[src/hw/rtl/mfpr_pkg.sv]
// Shared types and codes for the push-relabel maximum-flow block.
package mfpr_pkg;

    // Input actions.
    localparam logic [1:0] ACT_WRITE = 2'd0;
    localparam logic [1:0] ACT_RUN   = 2'd1;
    localparam logic [1:0] ACT_CLEAR = 2'd2;

    // Configuration register indexes.
    localparam logic [1:0] CFG_NODE_COUNT = 2'd0;
    localparam logic [1:0] CFG_SOURCE     = 2'd1;
    localparam logic [1:0] CFG_SINK       = 2'd2;

    // Fixed field widths.
    localparam int FLOW_OUT_W = 20;
    localparam int CFG_W      = 5;

    // Datapath operations issued by the controller.
    typedef enum logic [4:0] {
        OP_NONE,
        OP_CAP_WRITE,
        OP_SWEEP_START,
        OP_SWEEP,
        OP_RUN_INIT,
        OP_ERR,
        OP_BUILD,
        OP_SRC_INIT,
        OP_RD,
        OP_PUSH1,
        OP_PUSH2,
        OP_B_INC,
        OP_WRITE_BACK,
        OP_LOAD,
        OP_STORE,
        OP_B_FROM_PTR,
        OP_PTR_INC,
        OP_LIFT_INIT,
        OP_LIFT_EVAL,
        OP_LIFT_DONE,
        OP_SUM_INIT,
        OP_SUM_ACC,
        OP_RESULT
    } t_op;

    // Command from controller to datapath.
    typedef struct packed {
        t_op op;
    } t_cmd;

    // Status from datapath to controller.
    typedef struct packed {
        logic cfg_ok;
        logic sweep_last;
        logic sweep_cap;
        logic build_last;
        logic edge_ok;
        logic push_ok;
        logic b_last;
        logic k_lt_len;
        logic ea_zero;
        logic pa_lt_n;
    } t_status;

endpackage

[src/hw/rtl/mfpr_ctrl.sv]
// Controller state machine that sequences loads, clears and flow runs.
module mfpr_ctrl (
    input  logic               i_clk,
    input  logic               i_rst_n,
    input  logic               i_valid,
    input  logic [1:0]         i_action,
    input  logic               i_out_stall,
    input  mfpr_pkg::t_status  i_status,
    output mfpr_pkg::t_cmd     o_cmd,
    output logic               o_in_stall,
    output logic               o_out_valid
);

    typedef enum logic [4:0] {
        S_SWEEP,
        S_IDLE,
        S_BUILD,
        S_SRC_INIT,
        S_SRC_RD,
        S_SRC_EVAL,
        S_SRC_PUSH2,
        S_SRC_NEXT,
        S_NODE_CHK,
        S_CHECK,
        S_RD,
        S_EVAL,
        S_PUSH2,
        S_LIFT_RD,
        S_LIFT_EVAL,
        S_LIFT_DONE,
        S_SUM_RD,
        S_SUM_ACC,
        S_DONE
    } t_state;

    t_state r_state, n_state;
    logic   r_out_valid, n_out_valid;
    mfpr_pkg::t_op op;
    logic   in_beat;
    logic   out_free;

    assign in_beat  = i_valid && (r_state == S_IDLE);
    assign out_free = !r_out_valid || !i_out_stall;

    // Next state and the operation for this cycle.
    always_comb begin
        n_state     = r_state;
        op          = mfpr_pkg::OP_NONE;
        n_out_valid = r_out_valid && i_out_stall;
        unique case (r_state)
            S_SWEEP: begin
                op = mfpr_pkg::OP_SWEEP;
                if (i_status.sweep_last) begin
                    n_state = i_status.sweep_cap ? S_IDLE : S_SRC_INIT;
                end
            end
            S_IDLE: begin
                if (in_beat) begin
                    case (i_action)
                        mfpr_pkg::ACT_WRITE: op = mfpr_pkg::OP_CAP_WRITE;
                        mfpr_pkg::ACT_CLEAR: begin
                            op      = mfpr_pkg::OP_SWEEP_START;
                            n_state = S_SWEEP;
                        end
                        mfpr_pkg::ACT_RUN: begin
                            if (i_status.cfg_ok) begin
                                op      = mfpr_pkg::OP_RUN_INIT;
                                n_state = S_BUILD;
                            end else begin
                                op      = mfpr_pkg::OP_ERR;
                                n_state = S_DONE;
                            end
                        end
                        default: op = mfpr_pkg::OP_NONE;
                    endcase
                end
            end
            S_BUILD: begin
                op = mfpr_pkg::OP_BUILD;
                if (i_status.build_last) begin
                    n_state = S_SWEEP;
                end
            end
            S_SRC_INIT: begin
                op      = mfpr_pkg::OP_SRC_INIT;
                n_state = S_SRC_RD;
            end
            S_SRC_RD: begin
                op      = mfpr_pkg::OP_RD;
                n_state = S_SRC_EVAL;
            end
            S_SRC_EVAL: begin
                if (i_status.edge_ok) begin
                    op      = mfpr_pkg::OP_PUSH1;
                    n_state = S_SRC_PUSH2;
                end else begin
                    n_state = S_SRC_NEXT;
                end
            end
            S_SRC_PUSH2: begin
                op      = mfpr_pkg::OP_PUSH2;
                n_state = S_SRC_NEXT;
            end
            S_SRC_NEXT: begin
                if (i_status.b_last) begin
                    op      = mfpr_pkg::OP_WRITE_BACK;
                    n_state = S_NODE_CHK;
                end else begin
                    op      = mfpr_pkg::OP_B_INC;
                    n_state = S_SRC_RD;
                end
            end
            S_NODE_CHK: begin
                if (i_status.k_lt_len) begin
                    op      = mfpr_pkg::OP_LOAD;
                    n_state = S_CHECK;
                end else begin
                    op      = mfpr_pkg::OP_SUM_INIT;
                    n_state = S_SUM_RD;
                end
            end
            S_CHECK: begin
                if (i_status.ea_zero) begin
                    op      = mfpr_pkg::OP_STORE;
                    n_state = S_NODE_CHK;
                end else if (i_status.pa_lt_n) begin
                    op      = mfpr_pkg::OP_B_FROM_PTR;
                    n_state = S_RD;
                end else begin
                    op      = mfpr_pkg::OP_LIFT_INIT;
                    n_state = S_LIFT_RD;
                end
            end
            S_RD: begin
                op      = mfpr_pkg::OP_RD;
                n_state = S_EVAL;
            end
            S_EVAL: begin
                if (i_status.push_ok) begin
                    op      = mfpr_pkg::OP_PUSH1;
                    n_state = S_PUSH2;
                end else begin
                    op      = mfpr_pkg::OP_PTR_INC;
                    n_state = S_CHECK;
                end
            end
            S_PUSH2: begin
                op      = mfpr_pkg::OP_PUSH2;
                n_state = S_CHECK;
            end
            S_LIFT_RD: begin
                op      = mfpr_pkg::OP_RD;
                n_state = S_LIFT_EVAL;
            end
            S_LIFT_EVAL: begin
                op      = mfpr_pkg::OP_LIFT_EVAL;
                n_state = i_status.b_last ? S_LIFT_DONE : S_LIFT_RD;
            end
            S_LIFT_DONE: begin
                op      = mfpr_pkg::OP_LIFT_DONE;
                n_state = S_CHECK;
            end
            S_SUM_RD: begin
                op      = mfpr_pkg::OP_RD;
                n_state = S_SUM_ACC;
            end
            S_SUM_ACC: begin
                op      = mfpr_pkg::OP_SUM_ACC;
                n_state = i_status.b_last ? S_DONE : S_SUM_RD;
            end
            S_DONE: begin
                if (out_free) begin
                    op          = mfpr_pkg::OP_RESULT;
                    n_out_valid = 1'b1;
                    n_state     = S_IDLE;
                end
            end
            default: n_state = S_IDLE;
        endcase
    end

    // State and output valid; reset starts with a clearing pass.
    always_ff @(posedge i_clk) begin
        if (!i_rst_n) begin
            r_state     <= S_SWEEP;
            r_out_valid <= 1'b0;
        end else begin
            r_state     <= n_state;
            r_out_valid <= n_out_valid;
        end
    end

    assign o_cmd.op    = op;
    assign o_in_stall  = (r_state != S_IDLE);
    assign o_out_valid = r_out_valid;

endmodule

[config.mk]
export PLATFORM = sky130hd
export DESIGN_NAME = mfpr_ctrl
export DESIGN_NICKNAME = d
export VERILOG_FILES = /design/src/hw/rtl/mfpr_pkg.sv /design/src/hw/rtl/mfpr_ctrl.sv
export SDC_FILE = /design/constraint.sdc
export NUM_CORES = 1
export LEC_CHECK = 0
export ABC_AREA = 1
export BUFFER_PORTS_ARGS = -buffer_cell sky130_fd_sc_hd__buf_2
export CORE_MARGIN = 8
export CORE_UTILIZATION = 25
export CTS_BUF_LIST = sky130_fd_sc_hd__clkbuf_4
export DETAILED_ROUTE_END_ITERATION = 8
export SYNTH_ARGS = -nofsm -noshare
export SYNTH_HDL_FRONTEND = slang
export SYNTH_SLANG_ARGS = --single-unit
export TNS_END_PERCENT = 20
[constraint.sdc]
create_clock -name i_clk -period 2.6 [get_ports i_clk]
set_input_delay 0.13 -clock i_clk [delete_from_list [all_inputs] [get_ports i_clk]]
set_output_delay 0.13 -clock i_clk [all_outputs]
set_load 0.02 [all_outputs]
==> impl_metrics.csv, run 1 <==
group,metric,value,unit
cts,cts_tree,"built",
power_and_ir_drop,powerDensity,673,nW/um^2
logic_synthesis,synth_async_sr_flop_share,0,
floorplanning,num_rows,21,
grt,grt_pass1_vias,1040,
final_layout,final_common_cell,"nand2_1",
logic_synthesis,ys_seq_elements,6,
cts,cts_made_buffers,3,
routing,drt_iter0_markers,154,
sta,tns,0,ns
final_layout,diodes,0,
logic_synthesis,netlist_top_cells_area,"nand2_1, dfxtp_1, nor2_1, nand3_1, inv_1",
sta,tightest_slew,0.426,ns
sta,fmax,0.500,GHz
final_layout,fin_util,0.310,
hold_path,hold_path.class,"input pin to flip-flop",
cts,clock_latency,0.24,ns
logic_synthesis,synth_area,826,um^2
cts,post_cts_buffers,0,
critical_path,crit_path_start_kind,"flip-flop",
sta,setup_viol,0,
cts,clock_tree.root_cell,"clkbuf_4",
floorplanning,die_h,73.5,um
cts,cts_hold_buf,0,
sta,min_period,2.00,ns
critical_path,path_class,"flip-flop to primary output",
floorplanning,die_w,73.5,um
floorplanning,die_area,5400,um^2
critical_path,cp_slowest_cell,"dfxtp_1",
critical_path,crit_fanout,7,
logic_synthesis,yosysSeqAreaShare,0.145,
routing,drc_errors,0,
grt,grt_pass1_wl,4.56,mm
cts,clk_pin_slew_worst_paths,0.05,ns
critical_path,crit_required,2.47,ns
final_layout,final_nets,204,
floorplanning,core_area,3260,um^2
floorplanning,io_pins,23,
place,gp_congestion,0.948,
routing,drt-wirelength-per-cell,11.4,um
grt,overflow,0,
sta,finClkSkew,0.00393,ns
critical_path,critPathMaxStageDelay,0.43,ns
critical_path,critPathCaptureType,"primary output",
sta,rsz0062_at_grt,"no",
grt,antenna_found_initial,0,
cts,clk_path_buf_depth,2,
grt,grt_start_max_net_pins,12,
routing,routed_wl,2.64,mm
logic_synthesis,synth_top_cell_area_share,0.173,
logic_synthesis,synth_fp_nets,178,
logic_synthesis,synthFlopType,"dfxtp_1",
floorplanning,initial_core_util,0.253,
logic_synthesis,synth-edff-count,0,
cts,h-tree-depth,1,
routing,num_vias,1115,
cts,cts_resized,0,
routing,antenna_left,0,
power_and_ir_drop,ir_worst_vdd,256,uV
routing,via_per_inst,4.81,
logic_synthesis,yosysWarnings,0,
run_status,status,"finished, final reports clean",
logic_synthesis,ys_types,23,
sta,hold_viol,0,
critical_path,cp_num_buf_inv,1,
place,io_buffers,22,
grt,grt_use_total,0.104,
sta,slew_violations,0,
critical_path,arrival,1.87,ns
sta,fin_crit_sh,0.770,
final_layout,drive_above_1_share,0.204,
sta,slew_headroom,0.715,
place,post-dp-hpwl,2.24,mm
final_layout,synthToLayoutAreaGrowth,22.4,%
logic_synthesis,synth_area_leader_cell,"nand2_1",
final_layout,final_area,1010,um^2
logic_synthesis,syn_inst,162,
routing,first_pass_iters,4,
final_layout,final_cell_mix,"nand2_1, nor2_1, nand3_1",
flow_run,max_cap_viol_count,0,
logic_synthesis,avgSynthCellArea,5.10,um^2
critical_path,crit_family,"simple AND/OR/NAND/NOR gates",
power_and_ir_drop,leakagePower,0.576,nW
place,dpl_cell_area,988,um^2
critical_path,worstPathCellList,"nand2_1 -> nor2_1 -> nand2_1 -> nor2_1 -> nor3_1 -> nand3_1 -> buf_2",
cts,cts_sinks,6,
-- per-layer routing --
layer / share of wire / GRT usage
met1: 0.44 / 0.137
met4: 0.019 / 0.0355
met5: 0 / 0
met3: 0.096 / 0.0273
met2: 0.44 / 0.157
-- power breakdown --
group | switching [W] | internal (W)
registers | 0.0000299 | 0.000110
clock network | 0.0000313 | 0.0000521
logic | 0.000309 | 0.000148
total | 0.000370 | 0.000310
-- final cells by class --
| cell class | count | area, um^2 |
|---|---|---|
| sequential | 6 | 120 |
| clock buffer | 3 | 22.5 |
| inverter | 28 | 105 |
| timing repair buffer | 22 | 110 |
| tap | 46 | 57.6 |
| fill | 393 | 2250 |
| multi-input combinational | 127 | 596 |
-- worst reg2reg max path: stages, from the launching register on --
cell     delay (ns)
dfxtp_1        0.43
nand2_1        0.09
nor2_1         0.32
nand2_1        0.24
nand2_1        0.13
nor2_1         0.04
nand3_1        0.07
nand3_1        0.08
nand2_1        0.06
inv_1          0.03
-- flip-flops by register name, summed over array words and instances, names as in the netlist --
signal and flops:
o_out_valid 1, r_state 5
-- synthesized netlist by cell type (2+ instances only) --
cell      number
a21oi_1        4
dfxtp_1        6
inv_1         21
inv_2          7
nand2_1       38
nand3_1       23
nand3b_1       3
nand4_1        5
nor2_1        31
nor2_2         2
nor2_4         2
nor3_1         3
o21ai_0        5
o21ai_1        2
or2_1          2
-- final timing paths --
| path | endpoint | slack [ns] | cells past startpoint | start |
|---|---|---|---|---|
| setup / recovery | o_cmd[2] | 0.60 | 7 | r_state[1]$_SDFFE_PN0P_ |
| hold / removal | o_out_valid$_SDFF_PN0_ | 0.19 | 3 | i_rst_n |
| setup reg to reg | r_state[0]$_SDFFE_PN0P_ | 1.01 | 9 | r_state[1]$_SDFFE_PN0P_ |
| hold reg to reg | o_out_valid$_SDFF_PN0_ | 0.66 | 4 | o_out_valid$_SDFF_PN0_ |
-- per-stage QoR --
| stage | instances | total power, W | setup slack [ns] | hold WS [ns] |
|---|---|---|---|---|
| 6_report | 232 | 0.000680 | 0.599 | 0.193 |
| 5_1_grt | 232 | 0.000756 | 0.483 | 0.207 |
| 4_1_cts | 232 | 0.000686 | 0.626 | 0.202 |
| 3_5_place_dp | 229 | 0.000597 | 0.899 | 0.460 |
| 3_3_place_gp | 229 | 0.000600 | 0.856 | 0.462 |
| 2_1_floorplan | 162 | 0.000469 | 1.17 | 0.314 |
-- cells by family after synthesis --
kind of cell	after synthesis	synth area share
simple gates	113	0.629
flops	6	0.145
buf+inv	29	0.133
compound gates	14	0.0924
(Power assumes the default switching activity.)
==> run 2: changes to the inputs <==
==> constraint.sdc (replaced) <==
create_clock -name i_clk -period 1.9 [get_ports i_clk]
set_input_delay 0.095 -clock i_clk [delete_from_list [all_inputs] [get_ports i_clk]]
set_output_delay 0.095 -clock i_clk [all_outputs]
set_load 0.02 [all_outputs]
==> impl_metrics.csv, run 2 (synthesized netlist as in run 1, its figures left out) <==
group,metric,value,unit
cts,h-tree-depth,1,
sta,slew_headroom,0.803,
grt,overflow,0,
critical_path,crit_fanout,7,
critical_path,path_class,"flip-flop to primary output",
sta,slew_violations,0,
routing,antenna_left,0,
sta,finClkSkew,0.00137,ns
sta,min_period,1.79,ns
power_and_ir_drop,ir_worst_vdd,332,uV
grt,grt_pass1_vias,1044,
hold_path,hold_path.class,"input pin to flip-flop",
critical_path,worstPathCellList,"nand2_1 -> nor2_2 -> nand2_1 -> nor2_1 -> nor3_1 -> nand3_1 -> buf_2",
cts,clk_path_buf_depth,2,
final_layout,diodes,0,
routing,drt-wirelength-per-cell,11.8,um
floorplanning,io_pins,23,
power_and_ir_drop,leakagePower,0.592,nW
sta,tightest_slew,0.294,ns
place,io_buffers,22,
cts,cts_sinks,6,
cts,clock_latency,0.24,ns
place,gp_congestion,0.975,
sta,hold_ws,0.171,ns
sta,setup_viol,0,
final_layout,fin_util,0.321,
floorplanning,die_w,73.5,um
critical_path,critPathCaptureType,"primary output",
critical_path,arrival,1.69,ns
final_layout,synthToLayoutAreaGrowth,26.8,%
final_layout,final_common_cell,"nand2_1",
grt,grt_pass1_wl,4.48,mm
critical_path,crit_path_start_kind,"flip-flop",
power_and_ir_drop,total_power,0.000958,W
routing,num_vias,1146,
power_and_ir_drop,powerDensity,915,nW/um^2
critical_path,crit_required,1.80,ns
floorplanning,die_h,73.5,um
floorplanning,num_rows,21,
routing,drt_iter0_markers,264,
floorplanning,initial_core_util,0.253,
floorplanning,core_area,3260,um^2
grt,antenna_found_initial,0,
routing,via_per_inst,4.88,
routing,first_pass_iters,5,
sta,fin_crit_sh,0.942,
cts,cts_tree,"built",
sta,fmax,0.559,GHz
cts,cts_made_buffers,3,
place,post-dp-hpwl,2.23,mm
sta,tns,0,ns
routing,drc_errors,0,
final_layout,final_cell_mix,"nand2_1, nor2_1, nand3_1",
floorplanning,die_area,5400,um^2
critical_path,critPathMaxStageDelay,0.40,ns
critical_path,worst_path_most_repeated_cell,"nand2_1",
grt,grt_use_total,0.103,
critical_path,cp_num_buf_inv,1,
grt,grt_start_max_net_pins,12,
cts,clock_tree.root_cell,"clkbuf_4",
sta,hold_viol,0,
routing,routed_wl,2.77,mm
final_layout,largest_reg_flops,5,
final_layout,regMostFlops,"r_state",
critical_path,crit_family,"simple AND/OR/NAND/NOR gates",
cts,clk_pin_slew_worst_paths,0.05,ns
final_layout,drive_above_1_share,0.259,
flow_run,max_cap_viol_count,0,
run_status,status,"finished, final reports clean",
critical_path,cp_slowest_cell,"dfxtp_2",
final_layout,final_nets,207,
-- run 2: worst paths after layout --
check | from | endpoint | slack (ns) | cells after the start
worst max register to register | r_state[4]$_SDFFE_PN0P_ | r_state[0]$_SDFFE_PN0P_ | 0.44 | 9
worst min-delay path | i_rst_n | o_out_valid$_SDFF_PN0_ | 0.17 | 3
worst max-delay path | r_state[1]$_SDFFE_PN0P_ | o_cmd[2] | 0.11 | 7
worst min register to register | o_out_valid$_SDFF_PN0_ | o_out_valid$_SDFF_PN0_ | 0.66 | 4
-- run 2: power breakdown --
part / internal, W / total, W / leakage (nW) / switching, W
sequential: 0.000156 / 0.000202 / 0.0510 / 0.0000459
clock: 0.0000714 / 0.000116 / 0.0138 / 0.0000448
combinational: 0.000208 / 0.000640 / 0.527 / 0.000432
-- run 2: final cells by class --
type,instances,area (um^2)
fillers,397,2210
multi-input cells,127,603
repair buffers,25,133
flip-flops and latches,6,126
inverters,28,105
well taps,46,57.6
clock buffers,3,22.5
-- run 2: metrics by stage --
step / cells / instance area, um^2 / worst slack, ns
after CTS: 233 / 1020 / 0.00909
after global routing: 235 / 1050 / -0.00302
after global placement: 230 / 996 / 0.198
after detailed placement: 230 / 996 / 0.271
final: 235 / 1050 / 0.110
after floorplan: 162 / 826 / 0.491
-- run 2: repair_timing --
action | 4_1_cts | 5_1_grt
setup endpoints to repair | 0 | 5
gates resized for setup | 0 | 9
endpoints found under the hold margin | 0 | 0
setup buffers | 0 | 2
hold buffers | 0 | 0
-- run 2: per-layer routing --
layer | global-route usage | up-vias | wire length [um]
li1 | - | 581 | -
met1 | 0.134 | 483 | 1180
met2 | 0.146 | 70 | 1200
met3 | 0.0327 | 12 | 295
met4 | 0.0532 | 0 | 89
met5 | 0 | - | 0
-- run 2: worst min-delay path, cell delays in order --
cell,delay (ns)
buf_2,0.07
inv_1,0.09
nor2_1,0.12
==> run 3: changes to the inputs <==
==> constraint.sdc (replaced) <==
create_clock -name i_clk -period 2.18 [get_ports i_clk]
set_input_delay 0.109 -clock i_clk [delete_from_list [all_inputs] [get_ports i_clk]]
set_output_delay 0.109 -clock i_clk [all_outputs]
set_load 0.02 [all_outputs]
==> impl_metrics.csv, run 3 (synthesized netlist as in run 1, its figures left out) <==
group,metric,value,unit
cts,post_cts_buffers,0,
grt,grt_use_total,0.107,
place,io_buffers,22,
critical_path,crit_path_start_kind,"flip-flop",
place,dp.cells,229,
floorplanning,die_w,73.5,um
cts,cts_hold_buf,0,
sta,tns,0,ns
final_layout,instances_no_fill,232,
grt,antenna_found_initial,0,
cts,clock_latency,0.24,ns
final_layout,largest_reg_flops,5,
hold_path,min_path_cells,3,
power_and_ir_drop,powerDensity,807,nW/um^2
critical_path,worstPathCellList,"nand2_1 -> nor2_1 -> nand2_1 -> nor2_1 -> nor3_1 -> nand3_1 -> buf_2",
floorplanning,core_area,3260,um^2
routing,drt_iter0_markers,199,
power_and_ir_drop,total_power,0.000816,W
critical_path,arrival,1.87,ns
routing,antenna_left,0,
sta,fin_crit_sh,0.908,
sta,fmax,0.505,GHz
critical_path,path_class,"flip-flop to primary output",
final_layout,regMostFlops,"r_state",
cts,clk_path_buf_depth,2,
critical_path,r2r_end,"r_state[3]$_SDFFE_PN0P_",
routing,routed_wl,2.70,mm
final_layout,final_common_cell,"nand2_1",
grt,overflow,0,
floorplanning,initial_core_util,0.253,
floorplanning,io_pins,23,
final_layout,final_nets,204,
cts,cts_sinks,6,
floorplanning,num_rows,21,
critical_path,r2r-start,"r_state[1]$_SDFFE_PN0P_",
routing,num_vias,1091,
sta,min_period,1.98,ns
sta,tightest_slew,0.442,ns
sta,slew_headroom,0.704,
cts,cts_resized,0,
run_status,status,"finished, final reports clean",
place,gp_congestion,0.948,
sta,setup_viol,0,
floorplanning,die_area,5400,um^2
routing,first_pass_iters,4,
critical_path,crit_fanout,7,
grt,grt_pass1_wl,4.64,mm
grt,grt_start_max_net_pins,12,
power_and_ir_drop,leakagePower,0.576,nW
routing,drt-wirelength-per-cell,11.6,um
final_layout,diodes,0,
cts,cts_tree,"built",
routing,drc_errors,0,
sta,finClkSkew,0.00158,ns
cts,cts_made_buffers,3,
hold_path,worstHoldStart,"i_rst_n",
sta,slew_violations,0,
final_layout,final_cell_mix,"nand2_1, nor2_1, nand3_1",
sta,rsz0062_at_grt,"no",
sta,hold_viol,0,
routing,via_per_inst,4.70,
critical_path,cp_slowest_cell,"dfxtp_1",
place,post-dp-hpwl,2.26,mm
flow_run,max_cap_viol_count,0,
cts,clock_tree.root_cell,"clkbuf_4",
cts,clk_pin_slew_worst_paths,0.04,ns
critical_path,critPathMaxStageDelay,0.43,ns
hold_path,hold_path.class,"input pin to flip-flop",
final_layout,drive_above_1_share,0.204,
critical_path,r2r_cells,6,
critical_path,rrSetupSlack,0.60,ns
final_layout,synthToLayoutAreaGrowth,22.4,%
hold_path,min_to,"o_out_valid$_SDFF_PN0_",
critical_path,crit_required,2.07,ns
critical_path,critPathCaptureType,"primary output",
cts,h-tree-depth,1,
power_and_ir_drop,ir_worst_vdd,385,uV
grt,grt_pass1_vias,1034,
floorplanning,die_h,73.5,um
-- run 3: cell types whose count changed in the layout (fill, tap and decap cells not counted), sizes merged --
cell / change
buf: -3
-- run 3: worst max-delay path by stage --
stage	start	slack, ns	to
final	r_state[1]$_SDFFE_PN0P_	0.20	o_cmd[2]
after detailed placement	r_state[1]$_SDFFE_PN0P_	0.49	o_cmd[2]
after global routing	r_state[1]$_SDFFE_PN0P_	0.08	o_cmd[2]
after CTS	r_state[1]$_SDFFE_PN0P_	0.22	o_cmd[2]
after floorplan	r_state[0]$_SDFFE_PN0P_	0.77	o_cmd[2]
after global placement	r_state[1]$_SDFFE_PN0P_	0.43	o_cmd[2]
-- run 3: area by class of cell --
| type | count | area, um^2 |
|---|---|---|
| Fill cell | 401 | 2250 |
| Multi-Input combinational cell | 127 | 596 |
| Sequential cell | 6 | 120 |
| Timing Repair Buffer | 22 | 110 |
| Inverter | 28 | 105 |
| Tap cell | 46 | 57.6 |
| Clock buffer | 3 | 22.5 |
-- run 3: through the flow --
step	setup slack [ns]	hold slack, ns	cell area, um^2	util
finish	0.201	0.182	1010	0.310
global route	0.0769	0.197	1010	0.310
CTS	0.217	0.186	1010	0.310
detailed placement	0.486	0.443	988	0.303
global placement	0.431	0.441	988	0.303
floorplan	0.769	0.293	826	-
-- run 3: layer usage --
layer / part of all wire / up-vias / track usage
met3: 0.080 / 8 / 0.0218
met4: 0.022 / 0 / 0.0355
met1: 0.47 / 463 / 0.150
met2: 0.43 / 52 / 0.156
li1: - / 568 / -
met5: 0 / - / 0
-- run 3: power by group --
group	internal, W	switching [W]	total (W)	leakage [nW]
registers	0.000131	0.0000355	0.000167	0.0488
clock network	0.0000622	0.0000383	0.000100	0.0138
logic	0.000177	0.000372	0.000549	0.513
-- run 3: worst max-delay path, delay by kind of cell, from the launching register on --
family,cells,cell delay (ns)
and+or+nand+nor,6,1.02
buffers and inverters,1,0.16
DFF,1,0.43
